**src/design/tcs_pkg.sv**
```systemverilog
// ----------------------------------------------------------------------------
// tcs_pkg
// Shared types for the tetrahedron circumsphere pipeline.
// ----------------------------------------------------------------------------
package tcs_pkg;

  // Pipeline control shared by the top level and its arithmetic units
  typedef struct packed {
    logic adv;   // every stage register loads this cycle
  } tcs_ctl_t;

endpackage

```
**src/design/tcs_sqrt.sv**
```systemverilog
// ----------------------------------------------------------------------------
// tcs_sqrt
// Pipelined integer square root, floor(sqrt(val)), one root bit per stage.
// ----------------------------------------------------------------------------
module tcs_sqrt #(
  parameter int IN_W = 52,
  parameter int RT_W = 26
) (
  input  logic              clk_i,
  input  tcs_pkg::tcs_ctl_t ctl_i,
  input  logic [IN_W-1:0]   val_i,
  output logic [RT_W-1:0]   root_o
);
  import tcs_pkg::*;

  localparam int SW = ((IN_W > 2 * RT_W) ? IN_W : 2 * RT_W) + 1;

  logic [SW-1:0]   rem_q [RT_W];
  logic [RT_W-1:0] rt_q  [RT_W];
  logic [SW-1:0]   rem_d [RT_W];
  logic [RT_W-1:0] rt_d  [RT_W];

  // remainder holds val - root^2; try adding 2^k to the root
  always_comb begin
    for (int i = 0; i < RT_W; i++) begin
      logic [SW-1:0]   rem_s;
      logic [RT_W-1:0] rt_s;
      logic [SW-1:0]   inc;
      rem_s = (i == 0) ? SW'(val_i) : rem_q[(i == 0) ? 0 : i - 1];
      rt_s  = (i == 0) ? '0 : rt_q[(i == 0) ? 0 : i - 1];
      inc   = (SW'(rt_s) << (RT_W - i)) + (SW'(1) << (2 * (RT_W - 1 - i)));
      if (rem_s >= inc) begin
        rem_d[i] = rem_s - inc;
        rt_d[i]  = rt_s | (RT_W'(1) << (RT_W - 1 - i));
      end else begin
        rem_d[i] = rem_s;
        rt_d[i]  = rt_s;
      end
    end
  end

  always_ff @(posedge clk_i) begin
    if (ctl_i.adv) begin
      for (int i = 0; i < RT_W; i++) begin
        rem_q[i] <= rem_d[i];
        rt_q[i]  <= rt_d[i];
      end
    end
  end

  assign root_o = rt_q[RT_W-1];

endmodule

```
**config.mk**
```make
export PLATFORM = sky130hd
export DESIGN_NAME = tcs_sqrt
export DESIGN_NICKNAME = d
export VERILOG_FILES = /design/src/design/tcs_pkg.sv /design/src/design/tcs_sqrt.sv
export SDC_FILE = /design/constraint.sdc
export NUM_CORES = 2
export LEC_CHECK = 0
export BUFFER_PORTS_ARGS = -buffer_cell sky130_fd_sc_hd__buf_4
export CAP_MARGIN = 10
export CORE_ASPECT_RATIO = 0.8
export CORE_UTILIZATION = 40
export CTS_CLUSTER_SIZE = 25
export DETAILED_ROUTE_END_ITERATION = 7
export SLEW_MARGIN = 5
export SYNTH_ARGS = -nofsm -noshare
export SYNTH_HDL_FRONTEND = slang
export SYNTH_SLANG_ARGS = --single-unit
```
**constraint.sdc**
```tcl
create_clock -name clk_i -period 4.95 [get_ports clk_i]
set_clock_uncertainty 0.2 [all_clocks]
set_input_delay 0.99 -clock clk_i [delete_from_list [all_inputs] [get_ports clk_i]]
set_output_delay 0.99 -clock clk_i [all_outputs]
set_load 0.02 [all_outputs]
```
== Word-level counts from Yosys, hierarchy flattened ==
Memory sizes are Yosys's and may differ from the RTL's.
Index checks and enable logic that the tools add are counted.

* Word-level logic and storage cells: 133
* Latch bits: 0
* Register bits after elaboration: 0
* Memories: 2
* RAM bits: 2,054
* Bits in read-only memories: 0

{| class="wikitable"
|+ Memories
! name !! words !! bits a word !! rd ports !! clocked after Yosys merged registers in !! wr ports !! line !! RTL
|-
| rem_q || 26 || 53 || 25 || 0 || 26 || tcs_sqrt.sv:18 || <nowiki>logic [SW-1:0] rem_q [RT_W];</nowiki>
|-
| rt_q || 26 || 26 || 26 || 0 || 26 || tcs_sqrt.sv:19 || <nowiki>logic [RT_W-1:0] rt_q [RT_W];</nowiki>
|}

* Shifts and indexed selects: 0
* Add/subtract/negate cells: 51
* Muxes and demuxes: 54
* Multipliers: 0
* Equal/unequal tests: 0
* $lt $le $gt $ge: 26
* Bitwise logic cells: 0
* Div/mod/pow operators: 0
* Reductions and logical operators: 0

{| class="wikitable"
|+ Operators with widths
! kind !! count
|-
| $mux 53 || 26
|-
| $ge 53x28->1 || 1
|-
| $ge 53x29->1 || 1
|-
| $ge 53x30->1 || 1
|-
| $ge 53x31->1 || 1
|-
| $ge 53x32->1 || 1
|-
| $ge 53x33->1 || 1
|-
| $ge 53x34->1 || 1
|-
| $ge 53x35->1 || 1
|-
| $ge 53x36->1 || 1
|-
| $ge 53x37->1 || 1
|-
| $ge 53x38->1 || 1
|-
| $ge 53x39->1 || 1
|-
| $ge 53x40->1 || 1
|-
| $ge 53x41->1 || 1
|-
| $ge 53x42->1 || 1
|-
| $ge 53x43->1 || 1
|-
| $ge 53x44->1 || 1
|-
| $ge 53x45->1 || 1
|-
| $ge 53x46->1 || 1
|-
| $ge 53x47->1 || 1
|-
| $ge 53x48->1 || 1
|-
| $ge 53x49->1 || 1
|-
| $ge 53x50->1 || 1
|-
| other kinds (80) || 82
|}

== Longest topological paths before layout ==
An unclocked memory read counts as a cell.

* Depth after elaboration: 4
* Gate-level depth with buffers: 15

== Worst setup path after synthesis ==
OpenSTA, ideal clock, no wires.

* Path kind: reg-to-reg
* From: mem rem_q[1][397] (netlist name)
* To: mem rem_q[1][464] (netlist name), data pin
* Buffers on the path: 2
* Setup time: 0.266 ns
* Arrival: 3.215 ns
* Period minus slack after synthesis: 3.681 ns
* Required time: 4.484 ns
* Stages on the path, launching flop included: 14
* Setup slack: 1.269 ns
* Cell sequence: edfxtp_1 > ha_1 > a21oi_1 > o21ai_0 > or4b_2 > or4_1 > nor3_1 > and2_1 > buf_2 > inv_2 > o21ai_1 > buf_2 > nor3_1 > xor2_1

{| class="wikitable"
|+ RTL lines
! item !! line
|-
| from (decl) || tcs_sqrt.sv:18
|}

==> out/metrics.cfg <==
[logic_synthesis]
synth.distinct_cells = 87
synth.cells.most_frequent = edfxtp_1 (1676), inv_1 (470), nand2_1 (412)
yosys.area.top_type = edfxtp_1
yosysWarnings = 0
syn_avg_cell_area_um2 = 12.8
yosysSeqAreaShare_pct = 63.4
synth_area_leaders = edfxtp_1 (63%), ha_1 (5.9%), xnor2_1 (3.3%), xor2_1 (3.1%), inv_1 (2.2%)
synth_async_sr_flop_share_pct = 0
yosysMostFrequentCell = edfxtp_1
syn_nets = 6631
netlist_area_um2 = 79400
synth_top_area_share_pct = 63.4
synth-edff-count = 1676
netlist_instances = 6204
synth_seq_cells = 1676
synthFlopType = edfxtp_1

[detailed_routing]
detail_route.iter0.violations = 4399
viasPerCell = 5.35
drc = 0
wl_per_cell_um = 19.6
drt-pass1-iter-count = 6
wl_um = 180000
vias = 49094
ant_nets = 0

[final_layout]
syn_to_final_growth_pct = 12.1
drive_above_1_share_pct = 7.68
fin_area_um2 = 89100
nFillCells = 17615
fin_util_pct = 45.4
nNetsFinal = 6836
ff_latch_area_um2 = 50300
multi_input_area_um2 = 26900

[cts]
cts.htree.levels = 4
clock_latency_ps = 800
cts.clk_slew.worst_paths_ps = 60
cts_root_buffer = clkbuf_16
tritoncts = done
cts_hold_buf = 0
cts_sinks = 1676
cts_buffers = 165
cts_max_path_buffers = 3

[sta]
slew_violations = 0
tns_ps = 0
finalSetupViolations = 0
min_period_over_period_pct = 89.2
slew-limit-headroom_pct = 12.4
fmax_ghz = 0.226
worst_pin_slew_ps = 1300
hold_viol = 0
rsz0062_at_grt = false
period_needed_ps = 4420

[critical_path]
endpoint_kind = flip-flop
crit_type = reg2reg
critPathMaxFanout = 14
cp.required_ps = 5310
crit_start = rt_q[1][206]$_DFFE_PP_
r2r_start = rt_q[1][206]$_DFFE_PP_
critPathArrivalTime_ps = 4780
startpoint_type = flip-flop

[global_route]
antenna_found_initial = 7
grt_max_degree = 179
first_global_vias = 47007
grt_pass1_wl_um = 276000
grt_use_total_pct = 17.7
overflow = 0

[die]
pin_count = 80
dieWidth_um = 500
die_h_um = 401
start_util_pct = 40.5
core-area_um2 = 196000
dieArea_um2 = 200000
rows = 145

[worst_hold_path]
min_from = val_i[36]
hp-class = in2reg

[pwr]
seqPwrFrac_pct = 49.6
comb_power_share_pct = 18.1
p_sw_share_pct = 28.2
clkPwrFrac_pct = 32.3
power.density_nw_per_um2 = 434
p_leak_nw = 33.1
p_switching_mw = 10.9
intPower_mw = 27.7
ir_drop_v = 0.000262

[placed_design]
dp.final_hpwl_um = 134000
postPlaceCellArea_um2 = 83600
gp_congestion = 0.904
port_buffers = 79

[run]
cap_violations = 0

[status]
run_status = completed

-- registers in the layout, summed over array words and instances (netlist names) --
name   count
rt_q     351
rem_q   1325
-- cell usage in the layout (no fill, tap or decap), types with 22 or more instances in the layout --
| master | netlist | layout |
|---|---|---|
| edfxtp_1 | 1676 | 1676 |
| inv_1 | 470 | 470 |
| nand2_1 | 412 | 412 |
| nor2_1 | 393 | 393 |
| ha_1 | 373 | 373 |
| a21oi_1 | 302 | 301 |
| xnor2_1 | 297 | 297 |
| o21ai_0 | 295 | 295 |
| xor2_1 | 277 | 277 |
| nor4_1 | 204 | 202 |
| nor3_1 | 185 | 185 |
| clkbuf_16 | 0 | 165 |
| a21o_1 | 139 | 139 |
| buf_4 | 1 | 131 |
| nand4_1 | 85 | 85 |
| nand2b_1 | 81 | 81 |
| nand3_1 | 79 | 79 |
| o21a_1 | 68 | 68 |
| or3_1 | 55 | 55 |
| or4_1 | 53 | 53 |
| nor2b_1 | 52 | 52 |
| mux2_2 | 52 | 52 |
| o31ai_1 | 38 | 38 |
| clkinv_1 | 0 | 38 |
| or2_2 | 35 | 35 |
| and3_1 | 34 | 34 |
| nor4b_1 | 32 | 32 |
| a211oi_1 | 31 | 31 |
| a31oi_1 | 32 | 30 |
| clkinv_2 | 0 | 28 |
| o211ai_1 | 26 | 26 |
| a21boi_0 | 26 | 26 |
| o21bai_1 | 26 | 26 |
| clkbuf_1 | 84 | 22 |
-- area by class of cell --
type / instances / share of cell area, %
Antenna cell: 2 / 0.00562
Clock buffer: 187 / 4.73
Clock inverter: 105 / 1.37
Inverter: 472 / 1.99
Multi-Input combinational cell: 3948 / 30.3
Sequential cell: 1676 / 56.5
Tap cell: 2646 / 3.72
Timing Repair Buffer: 146 / 1.43
-- what timing repair did --
item                       CTS  global route
setup endpoints to repair    0             2
resized for setup            0             1
buffers inserted             0             0
-- critical path, cell delays in order (launching register included) --
cell,delay [ps]
edfxtp_1,360
inv_1,60
ha_1,370
a21oi_1,170
o21ai_0,130
or4b_2,720
or4_1,500
nor3_1,280
and2_1,380
inv_2,70
o21ai_1,570
nor3_1,160
xor2_1,190
-- through the flow --
step	power, mW	hold slack [ps]	setup WS, ps	cells
global route	40.5	79.2	215	9181
CTS	39.0	64.7	162	9179
floorplan	23.9	217	1270	6204
finish	38.6	130	533	9182
global placement	26.3	228	253	8887
detailed placement	26.4	234	239	8887
-- worst paths after layout --
kind                                           endpoint  slack, ps  depth (start not counted)
worst max-delay path            rem_q[1][464]$_DFFE_PP_        530                         12
worst min-delay path             rem_q[0][36]$_DFFE_PP_        130                          1
worst max register to register  rem_q[1][464]$_DFFE_PP_        530                         12
worst min register to register   rt_q[1][100]$_DFFE_PP_        200                          0
-- logic make-up after synthesis --
logic type / after synthesis / share of synthesized area [%]
compound gates: 1126 / 8.97
xor+xnor: 574 / 6.33
fa+ha+maj: 373 / 5.88
buf+inv: 580 / 2.77
flops: 1676 / 63.4
mux: 60 / 0.838
other cells: 1 / 0.00472
simple gates: 1814 / 11.8
-- metal layers --
| layer | wire length, um | vias to the layer above | global-route usage (%) |
|---|---|---|---|
| li1 | - | 23644 | - |
| met3 | 10800 | 265 | 3.71 |
| met5 | 13 | - | 0 |
| met1 | 86000 | 23970 | 26.1 |
| met4 | 4350 | 2 | 4.82 |
| met2 | 78500 | 1213 | 26.2 |
-- power by group through the flow --
stage | Combinational, mW | Sequential, mW | Clock (mW)
2_1_floorplan | 5.11 | 18.8 | 0
5_1_grt | 7.80 | 19.3 | 13.4
4_1_cts | 6.97 | 19.1 | 12.9
3_3_place_gp | 6.83 | 19.4 | 0
6_report | 7.00 | 19.1 | 12.5
3_5_place_dp | 6.93 | 19.4 | 0
No activity file was read; power rests on OpenSTA's default activity.
